**config.mk**
```make
export PLATFORM = sky130hd
export DESIGN_NAME = log_action_delta_encoder_flat
export DESIGN_NICKNAME = d
export VERILOG_FILES = /design/src/rtl/lade_pkg.sv /design/src/rtl/lade_if.sv /design/src/rtl/lade_cfg.sv /design/src/rtl/lade_encoder.sv /design/src/rtl/lade_serializer.sv /design/src/rtl/log_action_delta_encoder.sv /design/src/flat_wrapper.sv
export SDC_FILE = /design/constraint.sdc
export NUM_CORES = 1
export LEC_CHECK = 0
export BUFFER_PORTS_ARGS = -buffer_cell sky130_fd_sc_hd__buf_2
export CORE_ASPECT_RATIO = 1.5
export CORE_MARGIN = 4
export CORE_UTILIZATION = 62
export DETAILED_ROUTE_END_ITERATION = 12
export MAX_ROUTING_LAYER = met4
export PLACE_DENSITY = 0.93
export SETUP_SLACK_MARGIN = 0.1
export SYNTH_ARGS = -nofsm -noshare
export SYNTH_HDL_FRONTEND = slang
export SYNTH_HIERARCHICAL = 1
export SYNTH_SLANG_ARGS = --single-unit
```
**constraint.sdc**
```tcl
create_clock -name i_clk -period 20.6 [get_ports i_clk]
set_clock_uncertainty 0.2 [all_clocks]
set_input_delay 2.06 -clock i_clk [delete_from_list [all_inputs] [get_ports i_clk]]
set_output_delay 2.06 -clock i_clk [all_outputs]
set_load 0.1 [all_outputs]
```
**src/rtl/lade_pkg.sv**
```systemverilog
// ----------------------------------------------------------------------------
// lade_pkg
// Shared types and constants for the action record delta encoder.
// ----------------------------------------------------------------------------
package lade_pkg;

    localparam int unsigned NUM_BYTES = 11;

    // Register indexes on the configuration port.
    localparam logic [1:0] REG_UNKNOWN_CODE = 2'd0;
    localparam logic [1:0] REG_SYNC_CODE    = 2'd1;
    localparam logic [1:0] REG_THRESHOLD    = 2'd2;

    // Fixed byte positions of a record before absent bytes are skipped.
    localparam int unsigned POS_HEAD    = 0;
    localparam int unsigned POS_CUSTOM  = 1;
    localparam int unsigned POS_HDR     = 2;
    localparam int unsigned POS_SLOT_2  = 3;
    localparam int unsigned POS_SLOT_1  = 4;
    localparam int unsigned POS_SLOT_0  = 5;
    localparam int unsigned POS_DIFF_1  = 6;
    localparam int unsigned POS_DIFF_0  = 7;
    localparam int unsigned POS_USED    = 8;
    localparam int unsigned POS_PLEN_1  = 9;
    localparam int unsigned POS_PLEN_0  = 10;

    // Header bits.
    localparam int unsigned HDR_SLOT_IDX    = 0;
    localparam int unsigned HDR_SLOTS_USED  = 1;
    localparam int unsigned HDR_SLOT_DIFF   = 2;
    localparam int unsigned HDR_PAYLOAD     = 4;
    localparam int unsigned HDR_NEW_DEFAULT = 5;

    localparam logic [7:0] COUNT_MAX = 8'hFF;

    typedef struct packed {
        logic [4:0] unknown_code;
        logic [4:0] sync_code;
        logic [7:0] threshold;
    } t_cfg;

    typedef struct packed {
        logic [NUM_BYTES-1:0][7:0] data;
        logic [NUM_BYTES-1:0]      mask;
    } t_rec;

endpackage

```
**src/rtl/lade_if.sv**
```systemverilog
// ----------------------------------------------------------------------------
// lade_if
// Valid/ready channels for logged actions and for serialized record bytes.
// ----------------------------------------------------------------------------
interface lade_act_if;
    logic        valid;
    logic        ready;
    logic [4:0]  status_code;
    logic [9:0]  custom_code;
    logic [23:0] slot_index;
    logic signed [15:0] slot_difference;
    logic [7:0]  slots_used;
    logic [15:0] payload_length;

    modport source (
        output valid, status_code, custom_code, slot_index, slot_difference,
               slots_used, payload_length,
        input  ready
    );
    modport sink (
        input  valid, status_code, custom_code, slot_index, slot_difference,
               slots_used, payload_length,
        output ready
    );
endinterface

interface lade_rec_if;
    logic       valid;
    logic       ready;
    logic [7:0] out_byte;
    logic       last_byte;

    modport source (
        output valid, out_byte, last_byte,
        input  ready
    );
    modport sink (
        input  valid, out_byte, last_byte,
        output ready
    );
endinterface

```
**src/rtl/lade_cfg.sv**
```systemverilog
// ----------------------------------------------------------------------------
// lade_cfg
// APB register file holding the status codes and the default update threshold.
// ----------------------------------------------------------------------------
module lade_cfg (
    input  logic            i_clk,
    input  logic            i_rst_n,
    input  logic            psel,
    input  logic            penable,
    input  logic            pwrite,
    input  logic [3:0]      paddr,
    input  logic [31:0]     pwdata,
    output logic [31:0]     prdata,
    output logic            pready,
    output lade_pkg::t_cfg  o_cfg
);
    import lade_pkg::*;

    t_cfg r_cfg;
    logic w_write;

    assign pready  = 1'b1;
    assign w_write = psel && penable && pwrite;
    assign o_cfg   = r_cfg;

    always_ff @(posedge i_clk) begin
        if (!i_rst_n) begin
            r_cfg.unknown_code <= 5'd0;
            r_cfg.sync_code    <= 5'd1;
            r_cfg.threshold    <= 8'd3;
        end else if (w_write) begin
            unique case (paddr[3:2])
                REG_UNKNOWN_CODE: r_cfg.unknown_code <= pwdata[4:0];
                REG_SYNC_CODE:    r_cfg.sync_code    <= pwdata[4:0];
                REG_THRESHOLD:    r_cfg.threshold    <= pwdata[7:0];
                default: begin
                end
            endcase
        end
    end

    always_comb begin
        unique case (paddr[3:2])
            REG_UNKNOWN_CODE: prdata = {27'd0, r_cfg.unknown_code};
            REG_SYNC_CODE:    prdata = {27'd0, r_cfg.sync_code};
            REG_THRESHOLD:    prdata = {24'd0, r_cfg.threshold};
            default:          prdata = 32'd0;
        endcase
    end

endmodule

```
**src/rtl/lade_encoder.sv**
```systemverilog
// ----------------------------------------------------------------------------
// lade_encoder
// Tracks expected slot and adaptive default, builds one record per item.
// ----------------------------------------------------------------------------
module lade_encoder (
    input  logic            i_clk,
    input  logic            i_rst_n,
    input  lade_pkg::t_cfg  i_cfg,
    lade_act_if.sink        i_act,
    input  logic            i_load,
    output logic            o_rec_valid,
    output lade_pkg::t_rec  o_rec
);
    import lade_pkg::*;

    logic [23:0] r_expected;
    logic [7:0]  r_default;
    logic [7:0]  r_cand;
    logic [7:0]  r_count;
    logic        r_rec_valid;
    t_rec        r_rec;

    logic [23:0] n_expected;
    logic [7:0]  n_default;
    logic [7:0]  n_cand;
    logic [7:0]  n_count;
    t_rec        n_rec;

    logic        w_accept;
    logic        w_unknown;
    logic        w_sync;
    logic        w_new_default;
    logic        w_ext;
    logic        w_has_slot;
    logic        w_has_diff;
    logic        w_has_used;
    logic        w_has_plen;
    logic [7:0]  w_count_inc;
    logic [7:0]  w_hdr;
    logic [1:0]  w_custom_hi;

    assign i_act.ready = !r_rec_valid || i_load;
    assign w_accept    = i_act.valid && i_act.ready;
    assign o_rec_valid = r_rec_valid;
    assign o_rec       = r_rec;

    assign w_unknown   = (i_act.status_code == i_cfg.unknown_code);
    assign w_sync      = (i_act.status_code == i_cfg.sync_code);
    assign w_count_inc = (r_count == COUNT_MAX) ? r_count : r_count + 8'd1;

    always_comb begin
        n_default     = r_default;
        n_cand        = r_cand;
        n_count       = r_count;
        w_new_default = 1'b0;
        if (i_act.slots_used != r_default) begin
            if (i_act.slots_used != r_cand) begin
                n_cand  = i_act.slots_used;
                n_count = 8'd1;
            end else begin
                n_count = w_count_inc;
                if (w_count_inc >= i_cfg.threshold) begin
                    n_default     = i_act.slots_used;
                    w_new_default = 1'b1;
                end
            end
        end
    end

    assign w_has_slot = w_sync || (i_act.slot_index != r_expected);
    assign w_has_diff = (i_act.slot_difference != 16'sd0);
    assign w_has_used = (i_act.slots_used != n_default) || w_new_default;
    assign w_has_plen = (i_act.payload_length != 16'd0);
    assign w_ext      = w_has_slot || w_has_diff || w_has_used || w_has_plen;
    assign n_expected = i_act.slot_index + {16'd0, i_act.slots_used};
    assign w_custom_hi = w_unknown ? i_act.custom_code[9:8] : 2'b00;

    always_comb begin
        w_hdr                  = 8'd0;
        w_hdr[HDR_SLOT_IDX]    = w_has_slot;
        w_hdr[HDR_SLOTS_USED]  = w_has_used;
        w_hdr[HDR_SLOT_DIFF]   = w_has_diff;
        w_hdr[HDR_PAYLOAD]     = w_has_plen;
        w_hdr[HDR_NEW_DEFAULT] = w_new_default;

        n_rec.data[POS_HEAD]   = {w_ext, i_act.status_code, w_custom_hi};
        n_rec.data[POS_CUSTOM] = i_act.custom_code[7:0];
        n_rec.data[POS_HDR]    = w_hdr;
        n_rec.data[POS_SLOT_2] = i_act.slot_index[23:16];
        n_rec.data[POS_SLOT_1] = i_act.slot_index[15:8];
        n_rec.data[POS_SLOT_0] = i_act.slot_index[7:0];
        n_rec.data[POS_DIFF_1] = i_act.slot_difference[15:8];
        n_rec.data[POS_DIFF_0] = i_act.slot_difference[7:0];
        n_rec.data[POS_USED]   = i_act.slots_used;
        n_rec.data[POS_PLEN_1] = i_act.payload_length[15:8];
        n_rec.data[POS_PLEN_0] = i_act.payload_length[7:0];

        n_rec.mask             = '0;
        n_rec.mask[POS_HEAD]   = 1'b1;
        n_rec.mask[POS_CUSTOM] = w_unknown;
        n_rec.mask[POS_HDR]    = w_ext;
        n_rec.mask[POS_SLOT_2] = w_ext && w_has_slot;
        n_rec.mask[POS_SLOT_1] = w_ext && w_has_slot;
        n_rec.mask[POS_SLOT_0] = w_ext && w_has_slot;
        n_rec.mask[POS_DIFF_1] = w_ext && w_has_diff;
        n_rec.mask[POS_DIFF_0] = w_ext && w_has_diff;
        n_rec.mask[POS_USED]   = w_ext && w_has_used;
        n_rec.mask[POS_PLEN_1] = w_ext && w_has_plen;
        n_rec.mask[POS_PLEN_0] = w_ext && w_has_plen;
    end

    always_ff @(posedge i_clk) begin
        if (!i_rst_n) begin
            r_expected  <= 24'd0;
            r_default   <= 8'd1;
            r_cand      <= 8'd1;
            r_count     <= 8'd0;
            r_rec_valid <= 1'b0;
        end else begin
            if (w_accept) begin
                r_expected  <= n_expected;
                r_default   <= n_default;
                r_cand      <= n_cand;
                r_count     <= n_count;
                r_rec_valid <= 1'b1;
            end else if (i_load) begin
                r_rec_valid <= 1'b0;
            end
        end
    end

    always_ff @(posedge i_clk) begin
        if (w_accept) begin
            r_rec <= n_rec;
        end
    end

    a_head_present: assert property (@(posedge i_clk) disable iff (!i_rst_n)
        r_rec_valid |-> r_rec.mask[POS_HEAD])
        else $error("record without a head byte");

    a_ext_matches_hdr: assert property (@(posedge i_clk) disable iff (!i_rst_n)
        r_rec_valid |-> (r_rec.mask[POS_HDR] == r_rec.data[POS_HEAD][7]))
        else $error("extension flag disagrees with header presence");

    a_fields_need_hdr: assert property (@(posedge i_clk) disable iff (!i_rst_n)
        (r_rec_valid && !r_rec.mask[POS_HDR]) |-> (r_rec.mask[NUM_BYTES-1:POS_SLOT_2] == '0))
        else $error("optional field without header");

    a_default_on_flag: assert property (@(posedge i_clk) disable iff (!i_rst_n)
        (w_accept && w_new_default) |=> (r_default == $past(i_act.slots_used)))
        else $error("new default not taken over");

endmodule

```
**src/rtl/lade_serializer.sv**
```systemverilog
// ----------------------------------------------------------------------------
// lade_serializer
// Emits the present bytes of a record in order, one item per cycle while the receiver is ready.
// ----------------------------------------------------------------------------
module lade_serializer (
    input  logic            i_clk,
    input  logic            i_rst_n,
    input  logic            i_rec_valid,
    input  lade_pkg::t_rec  i_rec,
    output logic            o_load,
    lade_rec_if.source      o_rec
);
    import lade_pkg::*;

    logic [NUM_BYTES-1:0]      r_mask;
    logic [NUM_BYTES-1:0][7:0] r_data;
    logic [NUM_BYTES-1:0]      n_mask;

    logic [NUM_BYTES-1:0] w_pick;
    logic [NUM_BYTES-1:0] w_rest;
    logic [7:0]           w_byte;
    logic                 w_take;
    logic                 w_last;

    assign w_pick = r_mask & (-r_mask);
    assign w_rest = r_mask & ~w_pick;
    assign w_last = (w_rest == '0);
    assign w_take = o_rec.valid && o_rec.ready;
    assign o_load = i_rec_valid && ((r_mask == '0) || (w_take && w_last));

    always_comb begin
        w_byte = 8'd0;
        for (int i = 0; i < NUM_BYTES; i++) begin
            w_byte = w_byte | (r_data[i] & {8{w_pick[i]}});
        end
    end

    assign o_rec.valid     = (r_mask != '0);
    assign o_rec.out_byte  = w_byte;
    assign o_rec.last_byte = w_last;

    always_comb begin
        n_mask = r_mask;
        if (o_load) begin
            n_mask = i_rec.mask;
        end else if (w_take) begin
            n_mask = w_rest;
        end
    end

    always_ff @(posedge i_clk) begin
        if (!i_rst_n) begin
            r_mask <= '0;
        end else begin
            r_mask <= n_mask;
        end
    end

    always_ff @(posedge i_clk) begin
        if (o_load) begin
            r_data <= i_rec.data;
        end
    end

    a_stall_holds: assert property (@(posedge i_clk) disable iff (!i_rst_n)
        (o_rec.valid && !o_rec.ready) |=> $stable(r_mask))
        else $error("pending bytes changed under stall");

    a_drain_empty: assert property (@(posedge i_clk) disable iff (!i_rst_n)
        (w_take && w_last && !o_load) |=> !o_rec.valid)
        else $error("bytes remain after the last byte");

    a_load_head: assert property (@(posedge i_clk) disable iff (!i_rst_n)
        o_load |=> r_mask[POS_HEAD])
        else $error("loaded record lacks a head byte");

endmodule

```
**src/rtl/log_action_delta_encoder.sv**
```systemverilog
// ----------------------------------------------------------------------------
// log_action_delta_encoder
// Turns each logged action into a delta-coded record of 1 to 11 bytes.
// ----------------------------------------------------------------------------
// The block takes one logged action per item on i_act and emits the record
// on o_rec, one byte per item, with last_byte set on the final byte. The
// APB port sets the unknown status code, the sync code and the threshold
// for adopting a new default slot count; write it only while the block is
// idle.
// An accepted action is encoded into the record register, then loaded into
// the byte emitter's mask and data registers, from which its first byte
// goes out on o_rec. The byte emitter sends one byte per cycle while the
// receiver is ready; the next action is taken while the current record
// drains and its first byte follows the last byte of the previous record
// with no gap.
// Reset clears the expected slot to zero, the default and candidate slot
// counts to one, the repeat count to zero and all pending records. When the
// receiver stalls, the current byte holds and one further encoded record
// waits; i_act then stalls.
// ----------------------------------------------------------------------------
module log_action_delta_encoder (
    input  logic        i_clk,
    input  logic        i_rst_n,
    input  logic        psel,
    input  logic        penable,
    input  logic        pwrite,
    input  logic [3:0]  paddr,
    input  logic [31:0] pwdata,
    output logic [31:0] prdata,
    output logic        pready,
    lade_act_if.sink    i_act,
    lade_rec_if.source  o_rec
);
    import lade_pkg::*;

    t_cfg w_cfg;
    t_rec w_rec;
    logic w_rec_valid;
    logic w_load;

    lade_cfg u_cfg (
        .i_clk   (i_clk),
        .i_rst_n (i_rst_n),
        .psel    (psel),
        .penable (penable),
        .pwrite  (pwrite),
        .paddr   (paddr),
        .pwdata  (pwdata),
        .prdata  (prdata),
        .pready  (pready),
        .o_cfg   (w_cfg)
    );

    lade_encoder u_encoder (
        .i_clk       (i_clk),
        .i_rst_n     (i_rst_n),
        .i_cfg       (w_cfg),
        .i_act       (i_act),
        .i_load      (w_load),
        .o_rec_valid (w_rec_valid),
        .o_rec       (w_rec)
    );

    lade_serializer u_serializer (
        .i_clk       (i_clk),
        .i_rst_n     (i_rst_n),
        .i_rec_valid (w_rec_valid),
        .i_rec       (w_rec),
        .o_load      (w_load),
        .o_rec       (o_rec)
    );

endmodule

```
**src/flat_wrapper.sv**
```systemverilog
// flat-port wrapper written by rule: the top's interface ports become plain ports
module log_action_delta_encoder_flat import lade_pkg::*;
  (i_clk, i_rst_n, psel, penable, pwrite, paddr, pwdata, prdata, pready, i_act_valid, i_act_status_code, i_act_custom_code, i_act_slot_index, i_act_slot_difference, i_act_slots_used, i_act_payload_length, i_act_ready, o_rec_valid, o_rec_out_byte, o_rec_last_byte, o_rec_ready);
  lade_act_if i_act_i ();
  lade_rec_if o_rec_i ();
  input  logic i_clk;
  input  logic i_rst_n;
  input  logic psel;
  input  logic penable;
  input  logic pwrite;
  input  logic [3:0] paddr;
  input  logic [31:0] pwdata;
  output logic [31:0] prdata;
  output logic pready;
  input wire logic [$bits(i_act_i.valid)-1:0] i_act_valid;
  input wire logic [$bits(i_act_i.status_code)-1:0] i_act_status_code;
  input wire logic [$bits(i_act_i.custom_code)-1:0] i_act_custom_code;
  input wire logic [$bits(i_act_i.slot_index)-1:0] i_act_slot_index;
  input wire logic [$bits(i_act_i.slot_difference)-1:0] i_act_slot_difference;
  input wire logic [$bits(i_act_i.slots_used)-1:0] i_act_slots_used;
  input wire logic [$bits(i_act_i.payload_length)-1:0] i_act_payload_length;
  output wire logic [$bits(i_act_i.ready)-1:0] i_act_ready;
  output wire logic [$bits(o_rec_i.valid)-1:0] o_rec_valid;
  output wire logic [$bits(o_rec_i.out_byte)-1:0] o_rec_out_byte;
  output wire logic [$bits(o_rec_i.last_byte)-1:0] o_rec_last_byte;
  input wire logic [$bits(o_rec_i.ready)-1:0] o_rec_ready;
  assign i_act_i.valid = i_act_valid;
  assign i_act_i.status_code = i_act_status_code;
  assign i_act_i.custom_code = i_act_custom_code;
  assign i_act_i.slot_index = i_act_slot_index;
  assign i_act_i.slot_difference = i_act_slot_difference;
  assign i_act_i.slots_used = i_act_slots_used;
  assign i_act_i.payload_length = i_act_payload_length;
  assign i_act_ready = i_act_i.ready;
  assign o_rec_valid = o_rec_i.valid;
  assign o_rec_out_byte = o_rec_i.out_byte;
  assign o_rec_last_byte = o_rec_i.last_byte;
  assign o_rec_i.ready = o_rec_ready;
  log_action_delta_encoder u_core (.i_clk(i_clk), .i_rst_n(i_rst_n), .psel(psel), .penable(penable), .pwrite(pwrite), .paddr(paddr), .pwdata(pwdata), .prdata(prdata), .pready(pready), .i_act(i_act_i), .o_rec(o_rec_i));
endmodule
```
==> flow_summary.yaml, run 1 <==
global_route:
  grt_overflow: 0
  first_global_vias: 8147
  grtUsageTotal_pct: 26.9
  antenna_found_initial: 3
  grt_max_degree: 99
  grt_first_pass_wirelength_mm: 43.3
final_layout:
  final_cell_count_no_fill: 1329
  regArea_um2: 6910
  area_delta_synth_final_pct: 11.5
  nNetsFinal: 1196
  multi_input_area_um2: 4210
  fillers: 1215
  drive_gt1_share_pct: 19.2
timing:
  maxSlewViolCount: 0
  fmax_ghz: 0.166
  worstMarginPinSlew_ns: 1.18
  fin_tns_setup_ns: 0
  rsz0062_at_grt: "no"
  fin_crit_sh_pct: 29.2
  fin_crit_ns: 6.02
  setup_viol: 0
  hold_violations: 0
  relSlewSlack_pct: 21.3
floorplan:
  core_um2: 18500
  dieWidth_um: 120
  die_area_um2: 21000
  ioPinCount: 166
  initial_core_util_pct: 62.7
  die_h_um: 175
  fp-row-count: 61
logic_synthesis:
  synthSimpleGateAreaFrac_pct: 13.8
  synthAdderAreaFrac_pct: 2.10
  synth-compound-area-share_pct: 11.3
  ys_seq_area_share_pct: 59.6
  ys.flop_type: "edfxtp_1"
  synth_most_common_cell: "edfxtp_1"
  synthCells: 966
  yosysUniqueCellTypes: 84
  syn_area_per_cell_um2: 12.0
  muxShareOfSynthArea_pct: 3.67
  synth_edf_count: 178
  synthArstFlopShare_pct: 0
  syn_area_um2: 11600
  ys_seq_elements: 256
  netlist_top_cells_area: "edfxtp_1 46%, dfxtp_1 13%, nand2_1 3.9%, mux2i_1 3.3%, xnor2_1 2.5%"
  synth_largest_area_cell: "edfxtp_1"
  netlist_top_cells_count: "178 x edfxtp_1, 121 x nand2_1, 78 x dfxtp_1"
  synth_top_family_by_area: "simple AND/OR/NAND/NOR gates"
  post_synth_xor_area_fraction_pct: 4.46
  yosysWarnings: 6
  netlist.area_leader.share_pct: 46.1
worst_setup_path:
  crit_arrival_ns: 3.76
  cp_cell_sequence: "or4_4, nor4_4, and2b_1, a31oi_2, nor2b_4, nand2b_1, buf_2"
  crit_type: "flip-flop to output pin"
  crit_path_max_fanout: 25
  crit_path_end_kind: "output pin"
  slowest_delay_ns: 0.75
  startpoint_type: "flip-flop"
  required_ns: 18.34
  crit_slowest_cell: "or4_4"
routing:
  routed_wirelength_mm: 28.0
  drt_pass1_iterations: 5
  drtAntennaViolNets: 0
  vias_per_cell: 6.22
  drt_iter0_markers: 899
  remaining_drc_errors: 0
  avgRoutedWirePerCell_um: 21.1
  vias: 8272
run:
  drv_cap: 0
placed_design:
  gp_congestion: 0.938
  hpwl_mm: 19.0
  dpl.cell_count: 1282
  io_buffers: 114
clock_tree:
  root_buffer: "clkbuf_16"
  cts-resized-gates: 0
  post_cts_buffers: 0
  numCtsBuffers: 24
  clockBufferDepth: 3
  hold_buffers: 0
  clock_sinks: 256
  htreeDepth: 1
  tritoncts: "built"
  insertion_delay_ns: 0.54
  cts.clk_slew.worst_paths_ns: 0.07
power_and_ir_drop:
  ir_worst_vdd_mv: 0.110
  p_total_w: 0.00177
  p_per_area_nw_per_um2: 137
  p_leak_nw: 4.72
min_path:
  hold_class: "flip-flop to flip-flop"
status:
  status: "finished, final reports clean"
==> cells by family after synthesis <==
| group | Yosys count |
|---|---|
| compound gates | 182 |
| xor+xnor | 59 |
| fa+ha+maj | 19 |
| buf+inv | 101 |
| flops | 256 |
| mux | 42 |
| other cells | 4 |
| simple gates | 303 |
==> state kept, by name (all words and copies together), names as in the netlist <==
register                      count
u_core/u_cfg/o_cfg               18
u_core/u_encoder/r_cand           8
u_core/u_encoder/o_rec_valid      1
u_core/u_encoder/o_rec           90
u_core/u_encoder/r_expected      24
u_core/u_serializer/r_mask       11
u_core/u_serializer/r_data       88
u_core/u_encoder/r_default        8
u_core/u_encoder/r_count          8
==> per-layer routing <==
metal	vias to the layer above	track usage [%]	share of wire, %
li1	3723	-	-
met1	3924	31.4	36
met2	518	46.8	52
met3	107	3.48	7.9
met4	0	11.5	4.5
met5	-	-	0
==> layout make-up <==
cell class                 instances  area share, %
sequential                       256           53.5
multi-input combinational        634           32.6
clock buffer                      28           5.00
timing repair buffer             120           4.76
tap                              252           2.44
clock inverter                    16           1.06
inverter                          20          0.620
antenna                            3         0.0581
==> metrics by stage <==
step	utilization [%]	hold WS (ns)	setup WS [ns]	area (µm²)
floorplan	-	0.200	9.27	11700
global route	69.9	0.205	14.45	12900
CTS	69.9	0.211	14.63	12900
finish	69.9	0.206	14.58	12900
global placement	65.7	0.201	15.09	12100
detailed placement	65.7	0.205	15.02	12100
==> cells in the final DEF, fill, tap and decap left out, drive strengths merged, types with 11 or more instances in the layout <==
cell type  synthesis  layout
o211ai            15      15
edfxtp           178     178
clkinv             1      11
and2              14      14
nand2            122     122
buf               53     120
nor2              24      24
xnor2             33      33
nand4             33      33
mux2i             38      38
ha                17      17
conb               4      29
a22oi             24      24
xor2              26      26
a21oi             37      37
nor3              13      13
nand3             30      30
o21ai             40      40
clkbuf            28      28
a211oi            17      17
dfxtp             78      78
inv               19      22
nor4              21      21
==> power by group <==
part / switching, W / internal, W / total, W / leakage [nW]
sequential: 0.0000614 / 0.000662 / 0.000723 / 2.27
combinational: 0.000482 / 0.000133 / 0.000615 / 2.07
clock: 0.000199 / 0.000231 / 0.000430 / 0.378
==> final timing paths <==
kind / start / to / slack, ns / depth (start not counted)
setup / recovery: u_core/u_serializer/r_mask[0]$_SDFFE_PN0P_ / i_act_ready / 14.58 / 7
setup reg to reg: u_core/u_serializer/r_mask[0]$_SDFFE_PN0P_ / u_core/u_encoder/r_expected[14]$_SDFFE_PN0P_ / 15.45 / 12
hold reg to reg: u_core/u_encoder/o_rec[81]$_DFFE_PP_ / u_core/u_serializer/r_data[70]$_DFFE_PP_ / 0.21 / 0
hold / removal: u_core/u_encoder/o_rec[81]$_DFFE_PP_ / u_core/u_serializer/r_data[70]$_DFFE_PP_ / 0.21 / 0
==> worst max-delay path, delay by kind of cell, from the launching register on <==
family,cells,cell delay [ns]
buffers and inverters,1,0.47
and+or+nand+nor,5,1.98
AOI/OAI and AO/OA,1,0.17
DFF,1,0.62
Note: power is estimated with default switching activity, not from simulation.
==> run 2: changes to the inputs <==
ABC_AREA = 1   (was default)
CORE_UTILIZATION = 52   (was 62)
PLACE_DENSITY = 0.84   (was 0.93)
clock period = 5.1 ns   (was 20.6 ns; I/O delays follow)
==> run 2 against run 1 <==
- cell area is 5.6% higher
- critical path depth grew 9
- combinational power grew to 4.0 times the previous value
- critical endpoint is now u_core/u_encoder/r_cand[4]$_SDFFE_PN0P_
==> flow_summary.yaml, run 2 <==
global_route:
  grt_first_pass_wirelength_mm: 46.2
  grtUsageTotal_pct: 23.1
  antenna_found_initial: 2
  first_global_vias: 9143
  grt_overflow: 0
  grt_max_degree: 64
placed_design:
  gp_congestion: 0.937
  dpl.cell_count: 1674
  hpwl_mm: 20.7
  io_buffers: 114
  dpl_cell_area_um2: 12700
worst_setup_path:
  crit_arrival_ns: 3.97
  reg2reg_to: "u_core/u_encoder/r_cand[4]$_SDFFE_PN0P_"
  crit_path_max_fanout: 59
  cp_cell_sequence: "nor2_4, nand2_2, o21ai_1, nand3_1, nor2_1, nand3_1, nand2_4, inv_1, nand2_1, nand2_1, buf_4, inv_4, nand2_4, nor2_2, o21ai_0, nor2_1"
  crit_path_end_kind: "flip-flop"
  path_delay_family: "simple AND/OR/NAND/NOR gates"
  startpoint_type: "flip-flop"
  crit_slowest_cell: "inv_4"
  slowest_delay_ns: 0.59
  path_buf_inv: 3
  r2r_cells: 16
  crit_type: "flip-flop to flip-flop"
  worstReg2RegStart: "u_core/u_serializer/r_mask[0]$_SDFFE_PN0P_"
  required_ns: 5.34
  reg2reg_setup_slack_ns: 1.36
  crit_start: "u_core/u_serializer/r_mask[0]$_SDFFE_PN0P_"
logic_synthesis:
  ys_seq_elements: 256
  ys.flop_type: "edfxtp_1"
  synthSimpleGateAreaFrac_pct: 24.4
  synth-compound-area-share_pct: 5.34
  syn_area_um2: 11900
  synthArstFlopShare_pct: 0
  synthCells: 1306
  synthAdderAreaFrac_pct: 1.95
  yosysWarnings: 6
  netlist_top_cells_count: "356 x nand2_1, 178 x edfxtp_1, 156 x inv_1"
  synth_most_common_cell: "nand2_1"
  yosysUniqueCellTypes: 45
  netlist_top_cells_area: "edfxtp_1 45%, dfxtp_1 13%, nand2_1 11%, inv_1 4.9%, nor2_1 4.2%"
  syn_area_per_cell_um2: 9.14
  post_synth_xor_area_fraction_pct: 2.20
  ys_seq_area_share_pct: 57.9
  synth_largest_area_cell: "edfxtp_1"
  synth_edf_count: 178
  synth_top_family_by_area: "simple AND/OR/NAND/NOR gates"
  netlist.area_leader.share_pct: 44.8
  muxShareOfSynthArea_pct: 0.0944
timing:
  setup_viol: 0
  fmax_ghz: 0.268
  fin_crit_ns: 3.74
  worstMarginPinSlew_ns: 1.00
  rsz0062_at_grt: "no"
  relSlewSlack_pct: 33.2
  fin_tns_setup_ns: 0
  maxSlewViolCount: 0
  hold_violations: 0
  fin_crit_sh_pct: 73.2
final_layout:
  multi_input_area_um2: 4170
  nNetsFinal: 1588
  final_cell_count_no_fill: 1742
  layout_commonest_cell: "nand2_1"
  largest_reg_flops: 90
  final_cell_area_um2: 13600
  fillers: 1813
  drive_gt1_share_pct: 13.3
  regArea_um2: 6910
  area_delta_synth_final_pct: 14.4
  final_cell_mix: "356 x nand2_1, 178 x edfxtp_1, 155 x inv_1, 134 x nor2_1, 114 x buf_2"
run:
  drv_cap: 0
routing:
  drt_pass1_iterations: 7
  drt_iter0_markers: 785
  vias_per_cell: 5.29
  routed_wirelength_mm: 28.9
  remaining_drc_errors: 0
  drtAntennaViolNets: 0
  vias: 9212
  avgRoutedWirePerCell_um: 16.6
clock_tree:
  insertion_delay_ns: 0.50
  htreeDepth: 1
  cts-resized-gates: 0
  cts.clk_slew.worst_paths_ns: 0.07
  root_buffer: "clkbuf_16"
  clock_sinks: 256
  numCtsBuffers: 22
  tritoncts: "built"
  clockBufferDepth: 3
floorplan:
  initial_core_util_pct: 53.1
  die_area_um2: 25500
  ioPinCount: 166
  die_h_um: 194
  fp-row-count: 67
  core_um2: 22500
  dieWidth_um: 132
power_and_ir_drop:
  ir_worst_vdd_mv: 0.326
  p_total_w: 0.00694
  p_per_area_nw_per_um2: 509
  p_leak_nw: 5.83
min_path:
  worst_hold_path.endpoint: "u_core/u_encoder/o_rec[74]$_DFFE_PP_"
  whs_path_depth: 1
  hold_class: "input pin to flip-flop"
  min_from: "i_act_slot_difference[7]"
status:
  status: "finished, final reports clean"
## run 2: changes by cell type after synthesis, moves of 26 or more
| cell | delta |
|---|---|
| nor2_1 | +110 |
| nand2_1 | +235 |
| inv_1 | +138 |
| xnor2_1 | -26 |
| mux2i_1 | -38 |
| nand3_1 | +63 |
| a21oi_1 | +30 |
## run 2: final cells by class
type                    instances  share of cell area (%)
clock inverters                15                    1.09
inverters                     161                    4.45
flip-flops and latches        256                    50.6
well taps                     276                    2.53
diodes                          2                  0.0367
clock buffers                  25                    4.27
repair buffers                145                    6.45
multi-input cells             862                    30.6
## run 2: routing by layer
metal / up-vias / wire length [µm] / global-route usage (%) / share of wire (%)
met1: 4302 / 10400 / 24.3 / 36
met4: 0 / 1260 / 9.58 / 4.3
met5: - / 0 / - / 0
met3: 79 / 1280 / 2.34 / 4.4
li1: 4520 / - / - / -
met2: 311 / 16000 / 43.6 / 55
## run 2: where the power goes
group          internal (W)  switching (W)
clock              0.000936       0.000739
combinational      0.000480        0.00196
sequential          0.00267       0.000166
total               0.00408        0.00286
## run 2: worst reg2reg max path: cells and delay by family, from the launching register on
| kind | cells | cell delay (ns) |
|---|---|---|
| and+or+nand+nor | 11 | 1.78 |
| buffers and inverters | 3 | 0.87 |
| DFF | 1 | 0.47 |
| AOI/OAI and AO/OA | 2 | 0.35 |
## run 2: cell families (layout without fill, tap and decap cells)
logic type / after synthesis / after routing
multiplexers: 1 / 1
AND/OR/NAND/NOR: 667 / 667
flip-flops: 256 / 256
AO/OA/AOI/OAI: 117 / 117
XOR/XNOR: 30 / 30
other: 4 / 31
adder cells (fa/ha/maj): 18 / 18
buffers and inverters: 213 / 346
## run 2: metrics by stage
step / hold slack (ns) / setup slack [ns] / utilization, %
after floorplan: 0.200 / 0.263 / -
after global placement: 0.201 / 1.56 / 56.3
after detailed placement: 0.205 / 1.47 / 56.3
after CTS: 0.000627 / 1.41 / 60.7
after global routing: 0.00169 / 0.966 / 60.7
final: 0.0127 / 1.36 / 60.7
## run 2: worst max-delay path by stage
stage,endpoint,depth (start not counted)
floorplan,u_core/u_encoder/o_rec[11]$_SDFFCE_PN0P_,13
global placement,u_core/u_encoder/r_cand[5]$_SDFFE_PN0P_,16
detailed placement,u_core/u_encoder/r_cand[6]$_SDFFE_PN0P_,16
CTS,o_rec_out_byte[2],10
global route,u_core/u_encoder/r_cand[4]$_SDFFE_PN0P_,16
finish,u_core/u_encoder/r_cand[4]$_SDFFE_PN0P_,16
## run 2: repair_timing
action                                 4_1_cts  5_1_grt
endpoints found under the hold margin       25        1
setup buffers                                0        0
hold buffers                                25        1
